===== config.mk =====
export PLATFORM = sky130hd
export DESIGN_NAME = bmp24_to_framebuffer_writer
export DESIGN_NICKNAME = d
export VERILOG_FILES = /design/src/bmpw_pkg.sv /design/src/bmpw_front.sv /design/src/bmpw_queue.sv /design/src/bmpw_back.sv /design/src/bmp24_to_framebuffer_writer.sv
export SDC_FILE = /design/constraint.sdc
export NUM_CORES = 2
export LEC_CHECK = 0
export BUFFER_PORTS_ARGS = -buffer_cell sky130_fd_sc_hd__buf_2
export CORE_ASPECT_RATIO = 1.2
export CORE_MARGIN = 3
export CORE_UTILIZATION = 30
export CTS_BUF_LIST = sky130_fd_sc_hd__clkbuf_8
export DETAILED_ROUTE_END_ITERATION = 8
export PLACE_DENSITY = 0.47
export SYNTH_ARGS = -nofsm -noshare
export SYNTH_HDL_FRONTEND = slang
export SYNTH_SLANG_ARGS = --single-unit
export TNS_END_PERCENT = 100

===== constraint.sdc =====
create_clock -name clk -period 8.5 [get_ports clk]
set_clock_uncertainty 0.1 [all_clocks]
set_input_delay 1.275 -clock clk [delete_from_list [all_inputs] [get_ports clk]]
set_output_delay 1.275 -clock clk [all_outputs]
set_load 0.1 [all_outputs]

===== src/bmpw_pkg.sv =====
// ----------------------------------------------------------------------------
// bmpw_pkg
// shared types and constants for the 24-bit bmp frame buffer writer
// ----------------------------------------------------------------------------
package bmpw_pkg;

  localparam int unsigned MAX_SIDE = 65535;

  localparam logic [7:0] MAGIC_B = 8'h42;
  localparam logic [7:0] MAGIC_M = 8'h4d;
  localparam logic [7:0] DEPTH_24 = 8'd24;

  localparam logic [5:0] POS_MAGIC0 = 6'd0;
  localparam logic [5:0] POS_MAGIC1 = 6'd1;
  localparam logic [5:0] POS_WIDTH0 = 6'd18;
  localparam logic [5:0] POS_WIDTH1 = 6'd19;
  localparam logic [5:0] POS_WIDTH2 = 6'd20;
  localparam logic [5:0] POS_WIDTH3 = 6'd21;
  localparam logic [5:0] POS_HEIGHT0 = 6'd22;
  localparam logic [5:0] POS_HEIGHT1 = 6'd23;
  localparam logic [5:0] POS_HEIGHT2 = 6'd24;
  localparam logic [5:0] POS_HEIGHT3 = 6'd25;
  localparam logic [5:0] POS_DEPTH0 = 6'd28;
  localparam logic [5:0] POS_DEPTH1 = 6'd29;
  localparam logic [5:0] POS_LAST = 6'd53;

  localparam logic [6:0] BRIGHT_MAX = 7'd100;

  // floor(v * b / 800) as (v * b * SCALE_RECIP) >> SCALE_SHIFT, exact for v * b <= 25500
  localparam logic [15:0] SCALE_RECIP = 16'd41944;
  localparam int unsigned SCALE_SHIFT = 25;

  localparam logic [3:0] ADDR_BRIGHTNESS = 4'h0;
  localparam logic [3:0] ADDR_HALF = 4'h4;
  localparam logic [3:0] ADDR_WIDE = 4'h8;
  localparam logic [1:0] REG_BRIGHTNESS = 2'd0;
  localparam logic [1:0] REG_HALF = 2'd1;
  localparam logic [1:0] REG_WIDE = 2'd2;

  localparam logic KIND_PIXEL = 1'b0;
  localparam logic KIND_BAD_HEADER = 1'b1;

  localparam int unsigned QUEUE_DEPTH = 4;
  localparam int unsigned QUEUE_AW = $clog2(QUEUE_DEPTH);

  typedef struct packed {
    logic [6:0] brightness_percent;
    logic       half_scale;
    logic       wide_screen;
  } cfg_t;

  typedef struct packed {
    logic        kind;
    logic [18:0] address;
    logic [7:0]  green;
    logic [7:0]  red;
    logic [7:0]  blue;
  } event_t;

endpackage


===== src/bmpw_front.sv =====
// ----------------------------------------------------------------------------
// bmpw_front
// byte parser: header checks, row and column walk, centering and clipping
// ----------------------------------------------------------------------------
module bmpw_front (
  input  logic             clk,
  input  logic             rst,
  input  bmpw_pkg::cfg_t   cfg,
  input  logic [7:0]       file_byte,
  input  logic             file_start,
  input  logic             file_valid,
  output logic             file_stall,
  input  logic             queue_full,
  output logic             push,
  output bmpw_pkg::event_t push_data
);

  localparam logic [1:0] PH_WAIT = 2'd0;
  localparam logic [1:0] PH_HEADER = 2'd1;
  localparam logic [1:0] PH_PIXELS = 2'd2;
  localparam logic [1:0] PH_DONE = 2'd3;

  logic [1:0]  phase, phase_next;
  logic [5:0]  pos, pos_next;
  logic [15:0] width, width_next;
  logic        width_hi, width_hi_next;
  logic [15:0] height, height_next;
  logic        height_hi, height_hi_next;
  logic [7:0]  depth_lo, depth_lo_next;
  logic [15:0] row_left, row_left_next;
  logic [15:0] col, col_next;
  logic [1:0]  bip, bip_next;
  logic [7:0]  blue_hold, blue_hold_next;
  logic [7:0]  green_hold, green_hold_next;
  logic [1:0]  pad, pad_next;
  logic [16:0] off_x, off_x_next;
  logic [16:0] off_y, off_y_next;

  logic        accept;
  logic        reject;
  logic        pix_event;
  logic        pix_visible;
  logic [15:0] hh, ww, ysel, xsel;
  logic [17:0] dy, dx, dy_r, dx_r;
  logic [17:0] cy, cx;
  logic [15:0] col_inc;
  logic        finish_row;

  assign file_stall = queue_full;
  assign accept = file_valid && !file_stall;

  // centering offsets, truncated toward zero
  always_comb begin
    hh = cfg.half_scale ? {1'b0, height_next[15:1]} : height_next;
    ww = cfg.half_scale ? {1'b0, width_next[15:1]} : width_next;
    dy = 18'sd512 - $signed({2'b00, hh});
    dx = (cfg.wide_screen ? 18'sd768 : 18'sd512) - $signed({2'b00, ww});
    dy_r = dy + {17'd0, dy[17]};
    dx_r = dx + {17'd0, dx[17]};
  end

  // screen position of the pixel that completes with this beat
  always_comb begin
    ysel = cfg.half_scale ? {1'b0, row_left[15:1]} : row_left;
    xsel = cfg.half_scale ? {1'b0, col[15:1]} : col;
    cy = {off_y[16], off_y} + {2'b00, ysel};
    cx = {off_x[16], off_x} + {2'b00, xsel};
    pix_visible = !cy[17] && (cy[16:9] == 8'd0) && !cx[17] &&
                  (cfg.wide_screen ? ((cx[16:10] == 7'd0) && (cx[9:0] <= 10'd767))
                                   : (cx[16:9] == 8'd0)) &&
                  !(cfg.half_scale && (row_left[0] || col[0]));
  end

  always_comb begin
    phase_next = file_start ? PH_HEADER : phase;
    pos_next = file_start ? 6'd0 : pos;
    width_next = file_start ? 16'd0 : width;
    width_hi_next = file_start ? 1'b0 : width_hi;
    height_next = file_start ? 16'd0 : height;
    height_hi_next = file_start ? 1'b0 : height_hi;
    depth_lo_next = file_start ? 8'd0 : depth_lo;
    col_next = file_start ? 16'd0 : col;
    bip_next = file_start ? 2'd0 : bip;
    pad_next = file_start ? 2'd0 : pad;
    row_left_next = row_left;
    blue_hold_next = blue_hold;
    green_hold_next = green_hold;
    off_x_next = off_x;
    off_y_next = off_y;
    reject = 1'b0;
    pix_event = 1'b0;
    finish_row = 1'b0;
    col_inc = col_next + 16'd1;

    case (phase_next)
      PH_HEADER: begin
        pos_next = pos_next + 6'd1;
        case (file_start ? 6'd0 : pos)
          bmpw_pkg::POS_MAGIC0: reject = (file_byte != bmpw_pkg::MAGIC_B);
          bmpw_pkg::POS_MAGIC1: reject = (file_byte != bmpw_pkg::MAGIC_M);
          bmpw_pkg::POS_WIDTH0: width_next[7:0] = file_byte;
          bmpw_pkg::POS_WIDTH1: width_next[15:8] = file_byte;
          bmpw_pkg::POS_WIDTH2: width_hi_next = (file_byte != 8'd0);
          bmpw_pkg::POS_WIDTH3: reject = width_hi || (file_byte != 8'd0);
          bmpw_pkg::POS_HEIGHT0: height_next[7:0] = file_byte;
          bmpw_pkg::POS_HEIGHT1: height_next[15:8] = file_byte;
          bmpw_pkg::POS_HEIGHT2: height_hi_next = (file_byte != 8'd0);
          bmpw_pkg::POS_HEIGHT3: reject = height_hi || (file_byte != 8'd0);
          bmpw_pkg::POS_DEPTH0: depth_lo_next = file_byte;
          bmpw_pkg::POS_DEPTH1: begin
            reject = (file_byte != 8'd0) || (depth_lo != bmpw_pkg::DEPTH_24);
          end
          bmpw_pkg::POS_LAST: begin
            off_y_next = dy_r[17:1];
            off_x_next = dx_r[17:1];
            row_left_next = height_next - 16'd1;
            col_next = 16'd0;
            bip_next = 2'd0;
            pad_next = 2'd0;
            phase_next = ((width_next == 16'd0) || (height_next == 16'd0)) ? PH_DONE
                                                                          : PH_PIXELS;
          end
          default: ;
        endcase
        if (reject) begin
          phase_next = PH_DONE;
        end
      end
      PH_PIXELS: begin
        if (pad != 2'd0) begin
          pad_next = pad - 2'd1;
          finish_row = (pad == 2'd1);
        end else if (bip == 2'd0) begin
          blue_hold_next = file_byte;
          bip_next = 2'd1;
        end else if (bip == 2'd1) begin
          green_hold_next = file_byte;
          bip_next = 2'd2;
        end else begin
          pix_event = pix_visible;
          bip_next = 2'd0;
          col_next = col_inc;
          if (col_inc == width) begin
            pad_next = width[1:0];
            finish_row = (width[1:0] == 2'd0);
          end
        end
        if (finish_row) begin
          col_next = 16'd0;
          bip_next = 2'd0;
          pad_next = 2'd0;
          if (row_left == 16'd0) begin
            phase_next = PH_DONE;
          end else begin
            row_left_next = row_left - 16'd1;
          end
        end
      end
      default: ;
    endcase
  end

  assign push = accept && (reject || pix_event);

  always_comb begin
    push_data.kind = reject ? bmpw_pkg::KIND_BAD_HEADER : bmpw_pkg::KIND_PIXEL;
    push_data.address = reject ? 19'd0 :
                        cfg.wide_screen ? {cy[8:0], cx[9:0]} : {1'b0, cy[8:0], cx[8:0]};
    push_data.green = green_hold;
    push_data.red = file_byte;
    push_data.blue = blue_hold;
  end

  always_ff @(posedge clk) begin
    if (rst) begin
      phase <= PH_WAIT;
      pos <= 6'd0;
      width <= 16'd0;
      width_hi <= 1'b0;
      height <= 16'd0;
      height_hi <= 1'b0;
      depth_lo <= 8'd0;
      row_left <= 16'd0;
      col <= 16'd0;
      bip <= 2'd0;
      pad <= 2'd0;
      off_x <= 17'd0;
      off_y <= 17'd0;
    end else if (accept) begin
      phase <= phase_next;
      pos <= pos_next;
      width <= width_next;
      width_hi <= width_hi_next;
      height <= height_next;
      height_hi <= height_hi_next;
      depth_lo <= depth_lo_next;
      row_left <= row_left_next;
      col <= col_next;
      bip <= bip_next;
      pad <= pad_next;
      off_x <= off_x_next;
      off_y <= off_y_next;
    end
  end

  always_ff @(posedge clk) begin
    if (accept) begin
      blue_hold <= blue_hold_next;
      green_hold <= green_hold_next;
    end
  end

endmodule


===== src/bmpw_queue.sv =====
// ----------------------------------------------------------------------------
// bmpw_queue
// small fifo of pixel and reject events between parser and color scaler
// ----------------------------------------------------------------------------
module bmpw_queue (
  input  logic             clk,
  input  logic             rst,
  input  logic             push,
  input  bmpw_pkg::event_t push_data,
  output logic             full,
  input  logic             pop,
  output logic             avail,
  output bmpw_pkg::event_t pop_data
);

  bmpw_pkg::event_t slots [bmpw_pkg::QUEUE_DEPTH];
  logic [bmpw_pkg::QUEUE_AW-1:0] wr_ptr, rd_ptr;
  logic [bmpw_pkg::QUEUE_AW:0]   count;
  logic do_pop;

  assign full = (count == (bmpw_pkg::QUEUE_AW + 1)'(bmpw_pkg::QUEUE_DEPTH));
  assign avail = (count != '0);
  assign do_pop = pop && avail;
  assign pop_data = slots[rd_ptr];

  always_ff @(posedge clk) begin
    if (push) begin
      slots[wr_ptr] <= push_data;
    end
  end

  always_ff @(posedge clk) begin
    if (rst) begin
      wr_ptr <= '0;
      rd_ptr <= '0;
      count <= '0;
    end else begin
      if (push) begin
        wr_ptr <= wr_ptr + 1'b1;
      end
      if (do_pop) begin
        rd_ptr <= rd_ptr + 1'b1;
      end
      case ({push, do_pop})
        2'b10: count <= count + 1'b1;
        2'b01: count <= count - 1'b1;
        default: count <= count;
      endcase
    end
  end

endmodule


===== src/bmpw_back.sv =====
// ----------------------------------------------------------------------------
// bmpw_back
// color scaler: brightness scaling of each channel and the result register
// ----------------------------------------------------------------------------
module bmpw_back (
  input  logic             clk,
  input  logic             rst,
  input  bmpw_pkg::cfg_t   cfg,
  input  logic             avail,
  input  bmpw_pkg::event_t pop_data,
  output logic             pop,
  output logic             result_valid,
  input  logic             result_stall,
  output logic             result_kind,
  output logic [18:0]      screen_address,
  output logic [15:0]      pixel_word
);

  localparam int unsigned S = bmpw_pkg::SCALE_SHIFT;

  logic        advance;
  logic [6:0]  bright;

  logic        v1, v2;
  logic        kind1, kind2;
  logic [18:0] addr1, addr2;
  logic [14:0] pg, pr, pb;
  logic [30:0] qg, qr, qb;

  assign advance = !(result_valid && result_stall);
  assign pop = advance && avail;
  assign bright = (cfg.brightness_percent > bmpw_pkg::BRIGHT_MAX) ? bmpw_pkg::BRIGHT_MAX
                                                                  : cfg.brightness_percent;

  always_ff @(posedge clk) begin
    if (rst) begin
      v1 <= 1'b0;
      v2 <= 1'b0;
      result_valid <= 1'b0;
    end else if (advance) begin
      v1 <= avail;
      v2 <= v1;
      result_valid <= v2;
    end
  end

  // channel times brightness
  always_ff @(posedge clk) begin
    if (advance) begin
      kind1 <= pop_data.kind;
      addr1 <= pop_data.address;
      pg <= {7'd0, pop_data.green} * {8'd0, bright};
      pr <= {7'd0, pop_data.red} * {8'd0, bright};
      pb <= {7'd0, pop_data.blue} * {8'd0, bright};
    end
  end

  // divide by 800 through the reciprocal
  always_ff @(posedge clk) begin
    if (advance) begin
      kind2 <= kind1;
      addr2 <= addr1;
      qg <= {16'd0, pg} * {15'd0, bmpw_pkg::SCALE_RECIP};
      qr <= {16'd0, pr} * {15'd0, bmpw_pkg::SCALE_RECIP};
      qb <= {16'd0, pb} * {15'd0, bmpw_pkg::SCALE_RECIP};
    end
  end

  always_ff @(posedge clk) begin
    if (advance) begin
      result_kind <= kind2;
      screen_address <= addr2;
      pixel_word <= (kind2 == bmpw_pkg::KIND_BAD_HEADER) ? 16'd0 :
                    {qg[S+4:S], qr[S+4:S], qb[S+4:S], 1'b1};
    end
  end

endmodule


===== src/bmp24_to_framebuffer_writer.sv =====
// ----------------------------------------------------------------------------
// bmp24_to_framebuffer_writer
// 24-bit bmp byte stream to centered, clipped, brightness-scaled screen writes
// ----------------------------------------------------------------------------
// throughput: one file byte per cycle while file_stall is low, one result per
//   cycle while result_stall is low; a result's event passes, in order, the
//   event queue, product stage, reciprocal stage and result register
// reset: parser waits for a file start, queue and pipeline empty,
//   brightness 100, half scale off, wide screen off
module bmp24_to_framebuffer_writer (
  input  logic        clk,
  input  logic        rst,
  input  logic [7:0]  file_byte,
  input  logic        file_start,
  input  logic        file_valid,
  output logic        file_stall,
  output logic        result_valid,
  input  logic        result_stall,
  output logic        result_kind,
  output logic [18:0] screen_address,
  output logic [15:0] pixel_word,
  input  logic        psel,
  input  logic        penable,
  input  logic        pwrite,
  input  logic [3:0]  paddr,
  input  logic [31:0] pwdata,
  output logic [31:0] prdata,
  output logic        pready
);

  bmpw_pkg::cfg_t   cfg;
  bmpw_pkg::event_t push_data, pop_data;
  logic             push, pop, queue_full, avail;
  logic             cfg_write;

  assign pready = 1'b1;
  assign cfg_write = psel && penable && pwrite && pready;

  always_ff @(posedge clk) begin
    if (rst) begin
      cfg.brightness_percent <= bmpw_pkg::BRIGHT_MAX;
      cfg.half_scale <= 1'b0;
      cfg.wide_screen <= 1'b0;
    end else if (cfg_write) begin
      case (paddr[3:2])
        bmpw_pkg::REG_BRIGHTNESS: cfg.brightness_percent <= pwdata[6:0];
        bmpw_pkg::REG_HALF: cfg.half_scale <= pwdata[0];
        bmpw_pkg::REG_WIDE: cfg.wide_screen <= pwdata[0];
        default: ;
      endcase
    end
  end

  always_comb begin
    case (paddr)
      bmpw_pkg::ADDR_BRIGHTNESS: prdata = {25'd0, cfg.brightness_percent};
      bmpw_pkg::ADDR_HALF: prdata = {31'd0, cfg.half_scale};
      bmpw_pkg::ADDR_WIDE: prdata = {31'd0, cfg.wide_screen};
      default: prdata = 32'd0;
    endcase
  end

  bmpw_front u_front (
    .clk        (clk),
    .rst        (rst),
    .cfg        (cfg),
    .file_byte  (file_byte),
    .file_start (file_start),
    .file_valid (file_valid),
    .file_stall (file_stall),
    .queue_full (queue_full),
    .push       (push),
    .push_data  (push_data)
  );

  bmpw_queue u_queue (
    .clk       (clk),
    .rst       (rst),
    .push      (push),
    .push_data (push_data),
    .full      (queue_full),
    .pop       (pop),
    .avail     (avail),
    .pop_data  (pop_data)
  );

  bmpw_back u_back (
    .clk            (clk),
    .rst            (rst),
    .cfg            (cfg),
    .avail          (avail),
    .pop_data       (pop_data),
    .pop            (pop),
    .result_valid   (result_valid),
    .result_stall   (result_stall),
    .result_kind    (result_kind),
    .screen_address (screen_address),
    .pixel_word     (pixel_word)
  );

endmodule

### Word level (Yosys, flattened, before mapping)

Memory sizes are Yosys's and may differ from the RTL's. A register that Yosys moved wholly into a read port is not among the register bits.
Cells that the tools add are included.

* register bits: 357
* bits in latches: 0
* memory bits (writable): 176
* bits in read-only memories: 0
* input bits: 52
* output and inout bits: 71
* word-level logic and storage cells: 222
* memories: 1

Memory list
* u_queue.slots: depth 4, bits a word 44, rd ports 1, clocked after Yosys merged registers in 1, write ports 1, RTL line bmpw_queue.sv:16 `bmpw_pkg::event_t slots [bmpw_pkg::QUEUE_DEPTH];`

* $add $sub $neg: 15
* multipliers: 6
* div/mod/pow operators: 0
* order comparisons: 2
* equality and inequality tests: 30
* shift-type cells: 0
* muxes and demuxes: 81
* bitwise logic cells: 2
* reduce and logical (&&, ||, !) cells: 47

Operators by type and width (count)
* two-way mux 16 bit: 17
* multiplier 15 x 13 -> 27 bit, second input constant: 3
* case mux 16 bit (2 select lines): 2
* equality test 6 x 5 -> 1 bit, second input constant: 10
* two-way mux 8 bit: 7
* logical NOT 16 bit: 3
* multiplier 8 x 7 -> 15 bit: 3
* two-way mux 2 bit: 20
* two-way mux 19 bit: 2
* adder 17 x 17 -> 18 bit: 2
* adder 18 x 1 -> 18 bit: 2
* subtractor 16 x 1 -> 16 bit, second input constant: 2
* two-way mux 1 bit: 23
* case mux 7 bit (3 select lines): 1
* subtractor 18 x 17 -> 18 bit: 1
* subtractor 10 x 16 -> 17 bit, first input constant: 1
* adder 16 x 1 -> 16 bit, second input constant: 1
* equality test 16 bit: 1
* logical NOT 8 bit: 2
* != test 8 x 7 -> 1 bit, second input constant: 2
* logical AND 1 bit: 13
* two-way mux 6 bit: 2
* case mux 2 bit (2 select lines): 3
* equality test 2 x 1 -> 1 bit, second input constant: 5
* 34 further kinds: 55

### Depth between registers and ports, before layout

* word-level depth: 15
* gate-level depth with buffers: 29
* gate-level depth less buffers: 22

### Modules after synthesis

Synthesis repeated with hierarchy kept, for this count alone.

* cell total of the unflattened synthesis: 3885
* area total of the unflattened synthesis: 40336.2 um2

By module, submodules not included
* bmpw_back: times used 1, cells each 1873, area an instance 19960.4 um2, seq. area each 4144.0 um2
* bmpw_front: times used 1, cells each 1656, area an instance 12834.8 um2, seq. area each 2882.8 um2
* bmpw_queue: times used 1, cells each 278, area an instance 6856.6 um2, seq. area each 5465.2 um2
* bmp24_to_framebuffer_writer: times used 1, cells each 78, area an instance 684.4 um2, seq. area each 180.2 um2

### Worst setup path before layout

No wires, ideal clock.

* kind: register -> register
* from: register cfg[1] (netlist name)
* to: memory u_queue.slots[0][0] (netlist bit) (enable)
* library setup time: 451 ps
* arrival: 6753 ps
* data required time: 7949 ps
* setup slack: 1196 ps
* stages on the path, launching flop included: 21
* path buffers: 8
* period minus slack after synthesis: 7304 ps
* cells stage by stage: dfxtp_1 -> buf_2 -> buf_2 -> buf_2 -> buf_2 -> buf_2 -> buf_1 -> buf_1 -> clkbuf_1 -> mux2i_1 -> inv_1 -> ha_1 -> a21oi_1 -> nor2b_1 -> a311oi_1 -> o21ai_0 -> a2111oi_0 -> o22ai_1 -> nor4_1 -> a22oi_1 -> nor2b_1

* word-level cells in the longest chain between the ends: 15
* elaborated cells on any way between the ends: 26
* classes of those cells: add/sub (2); order compare (1); mux (9); reduce/logical (14)

Ends and longest elaborated chain
* two-way mux 16 bit (on tied branches): RTL line bmpw_front.sv:65, bmpw_front.sv:64
* adder 17 x 17 -> 18 bit (on tied branches): RTL line bmpw_front.sv:67, bmpw_front.sv:66
* <= comparator 10 bit, or another cell as far along: RTL line bmpw_front.sv:69 `(cfg.wide_screen ? ((cx[16:10] == 7'd0) && (cx[9:0] <= 10'd767))`
* logical AND 1 bit (on tied branches): RTL line bmpw_front.sv:69, bmpw_front.sv:68
* two-way mux 1 bit or logical AND 1 bit (tied branches): RTL line bmpw_front.sv:69, bmpw_front.sv:68
* logical AND 1 bit: RTL line bmpw_front.sv:68 `pix_visible = !cy[17] && (cy[16:9] == 8'd0) && !cx[17] &&`
* logical AND 1 bit *: RTL line bmpw_front.sv:70 `: (cx[16:9] == 8'd0)) &&`
* two-way mux 1 bit *: RTL line bmpw_front.sv:136 `end else if (bip == 2'd1) begin`
* two-way mux 1 bit *: RTL line bmpw_front.sv:133 `end else if (bip == 2'd0) begin`
* two-way mux 1 bit *: RTL line bmpw_front.sv:130 `if (pad != 2'd0) begin`
* two-way mux 1 bit *: RTL line bmpw_front.sv:95 `case (phase_next)`
* logical OR 1 bit *: RTL line bmpw_front.sv:163 `assign push = accept && (reject || pix_event);`
* logical AND 1 bit *: RTL line bmpw_front.sv:163
* two-way mux 1 bit *: RTL line bmpw_queue.sv:27 `if (push) begin`
* two-way mux 1 bit (not written as such) *: RTL line bmpw_queue.sv:28 `slots[wr_ptr] <= push_data;`
* end: declaration: RTL line bmpw_queue.sv:16

Every way passes the cells marked *; elsewhere a longest branch is shown, timed or not.

==> qor.txt <==
Slew Viols, Final: 0
area leader, netlist: edfxtp_1
FF+latch area: 12700 um^2
Die Ht: 406 um
WHS Path Cells: 0
largest net degree at the start of global routing: 119
Via density: 4.84
CP Cell Sequence: buf_4 -> mux4_2 -> and2_1 -> fa_1 -> inv_1 -> fa_1 -> fa_1 -> inv_1 -> fa_1 -> ha_1 -> inv_1 -> o21bai_1 -> a21oi_1 -> nor2b_1 -> o21a_1 -> nor3_1 -> nor2_1 -> o41ai_1 -> xnor2_1
mux share of post-synthesis cell area: 4.59%
critical path class: reg2reg
Routed wire per std cell: 17.8 um
commonest cells in the synthesized netlist: inv_1 (549), ha_1 (443), edfxtp_1 (328)
vias after detailed routing: 28100
Post-CTS Resized: 0
Worst-path clk slew: 0.06 ns
post-detail-place hpwl: 77.7 mm
CTS tree: yes
reg2reg path depth: 19
first-pass GRT wire length: 165 mm
Max transition margin: 37.4%
gr usage total: 15.1%
CTS Root Cell: clkbuf_8
startpoint types: flop
status: finished, final reports clean
total grt overflow: 0
number of nets in the layout: 4739
Compound-Gate Fraction of Synth Area: 10.9%
chip width: 339 um
Worst Tran Pin Value: 0.931 ns
period utilisation layout: 73.3%
Detailed Routing Iterations Pass 1: 5
placer congestion estimate: 0.870
Site Rows: 146
die area: 138000 um^2
worst endpoint data arrival time: 6.64 ns
Seq/Total Area, Yosys: 31.7%
Fill cells: 13500
Crit path top cell by count: fa_1
Ys Warns: 0
top-area cell type share of the netlist area: 24.6%
maxcap violations: 0
Mapped Cells: 3900
CTS Buf Count: 88
top post-synthesis cells by area: edfxtp_1 (25%), fa_1 (15%), ha_1 (14%), dfxtp_1 (7.1%), inv_1 (5.2%)
Final Hold Fails: 0
post-CTS setup buffer count: 0
final setup vio count: 0
Initial Util: 30.3%
Detailed Route Iter0 Violations: 1425
hold_buf cts: 0
post-synthesis adder-cell area fraction: 28.6%
dominant register cell in the synthesized netlist: edfxtp_1
number of synthesized flops with an enable pin: 328
clock latency on the worst-skew pair: 0.80 ns
clock sink count: 469
RSZ-0062 raised after global routing: no
area added between synthesis and finish: 10.1%
slowest CP cell: dfxtp_4
largest family of logic cells by synthesized area: adder cells
Post-synth ARST share: 0%
CP required: 8.91 ns
Detail Route Antenna Nets: 0
layout cells sized above 1: 9.89%
min-delay worst type: reg2reg
crit path max fanout: 27
CTS H-Tree Depth: 3
routed wire length: 103 mm
PortBufs: 71
Sum Neg Setup Slack: 0 ns
Syn Area/Cell: 10.3 um^2
synthesized cell area: 40000 um^2
Netlist cell types: 122
most common cell in the netlist: inv_1
deepest clock path buffer count: 3
Max Fclk: 160 MHz
post-synthesis simple-gate area fraction: 13.4%
CP max stage delay: 0.71 ns
#FFs+latches synth: 469
XOR/XNOR share of the synthesized area: 3.30%
Multi-input gate area: 24500 um^2
antenna violations before repair: 11
Core Region: 132000 um^2
DRC errors left: 0
I/O pins: 123
Worst setup EP type: flop
min Tclk post-route: 6.23 ns
vias in the first global route: 29500
[registers in the layout, indices dropped and copies added (netlist names), 3 cells and up, named ones only]
signal / flops
cfg: 9
u_back.addr1: 19
u_back.addr2: 19
u_back.pb: 15
u_back.pg: 15
u_back.pixel_word: 16
u_back.pr: 15
u_back.qb: 5
u_back.qg: 5
u_back.qr: 5
u_back.screen_address: 19
u_front.blue_hold: 8
u_front.col: 16
u_front.depth_lo: 8
u_front.green_hold: 8
u_front.height: 16
u_front.off_x: 17
u_front.off_y: 17
u_front.pos: 6
u_front.row_left: 16
u_front.width: 16
u_queue.count: 3
u_queue.slots: 176
[through the flow]
step                      std cells  instance area (um^2)  hold slack (ns)  setup slack [ns]  utilization [%]
after floorplan                3924                 40100            0.300              1.20                -
after global placement         5636                 42200            0.303              2.01             31.9
after detailed placement       5636                 42200            0.305              2.01             31.9
after CTS                      5799                 44000            0.317              2.17             33.3
after global routing           5800                 44000            0.313              1.89             33.3
final                          5806                 44000            0.315              2.27             33.3
[cell families (layout without fill, tap and decap cells)]
kind of cell,Yosys count,in the layout
DFF,469,469
muxes,127,127
xor gates and xnor gates,149,149
AOI/OAI and AO/OA,637,637
adders and majority gates,737,737
other,2,33
and+or+nand+nor,1050,1050
buffers and inverters,729,828
[layout by cell type, fill, tap and decap left out, types with 70 or more instances in the layout]
master | synthesis | layout
a21oi_1 | 158 | 158
buf_2 | 24 | 70
clkbuf_8 | 0 | 92
dfxtp_1 | 141 | 138
edfxtp_1 | 328 | 328
fa_1 | 294 | 294
ha_1 | 443 | 442
inv_1 | 549 | 574
nand2_1 | 260 | 259
nand3_1 | 75 | 75
nor2_1 | 273 | 272
o21ai_0 | 103 | 103
xnor2_1 | 107 | 107
[worst max-delay path, delay by kind of cell (launching register included)]
family / cells / cell delay (ns)
fa+ha+maj: 5 / 2.29
mux: 1 / 0.71
flops: 1 / 0.71
compound gates: 4 / 0.80
buf+inv: 4 / 0.69
simple gates: 4 / 0.51
xor+xnor: 1 / 0.10
[per-layer routing]
metal  GRT usage [%]  wire, um
met1            18.0     43800
met2            27.7     52500
met3            2.11      3580
met4            5.54      3360
met5               0        13
[final cells by class]
class                   count  area share [%]
multi-input cells        2726            55.6
flip-flops and latches    469            28.8
well taps                1776            5.05
inverters                 551            4.70
clock buffers              92            2.88
repair buffers            114            1.57
clock inverters            71            1.34
diodes                      7          0.0398
[final timing paths]
| path | start | endpoint | slack [ns] |
|---|---|---|---|
| max reg2reg | flop | u_back.pr[14] | 2.27 |
| min | u_back.addr1[10] | u_back.addr2[10] | 0.32 |
| max | flop | u_back.pr[14] | 2.27 |
| min reg2reg | u_back.addr1[10] | u_back.addr2[10] | 0.32 |
Power is not shown: default switching activity piles up to over one toggle a cycle in this logic, so the estimate is an artifact.
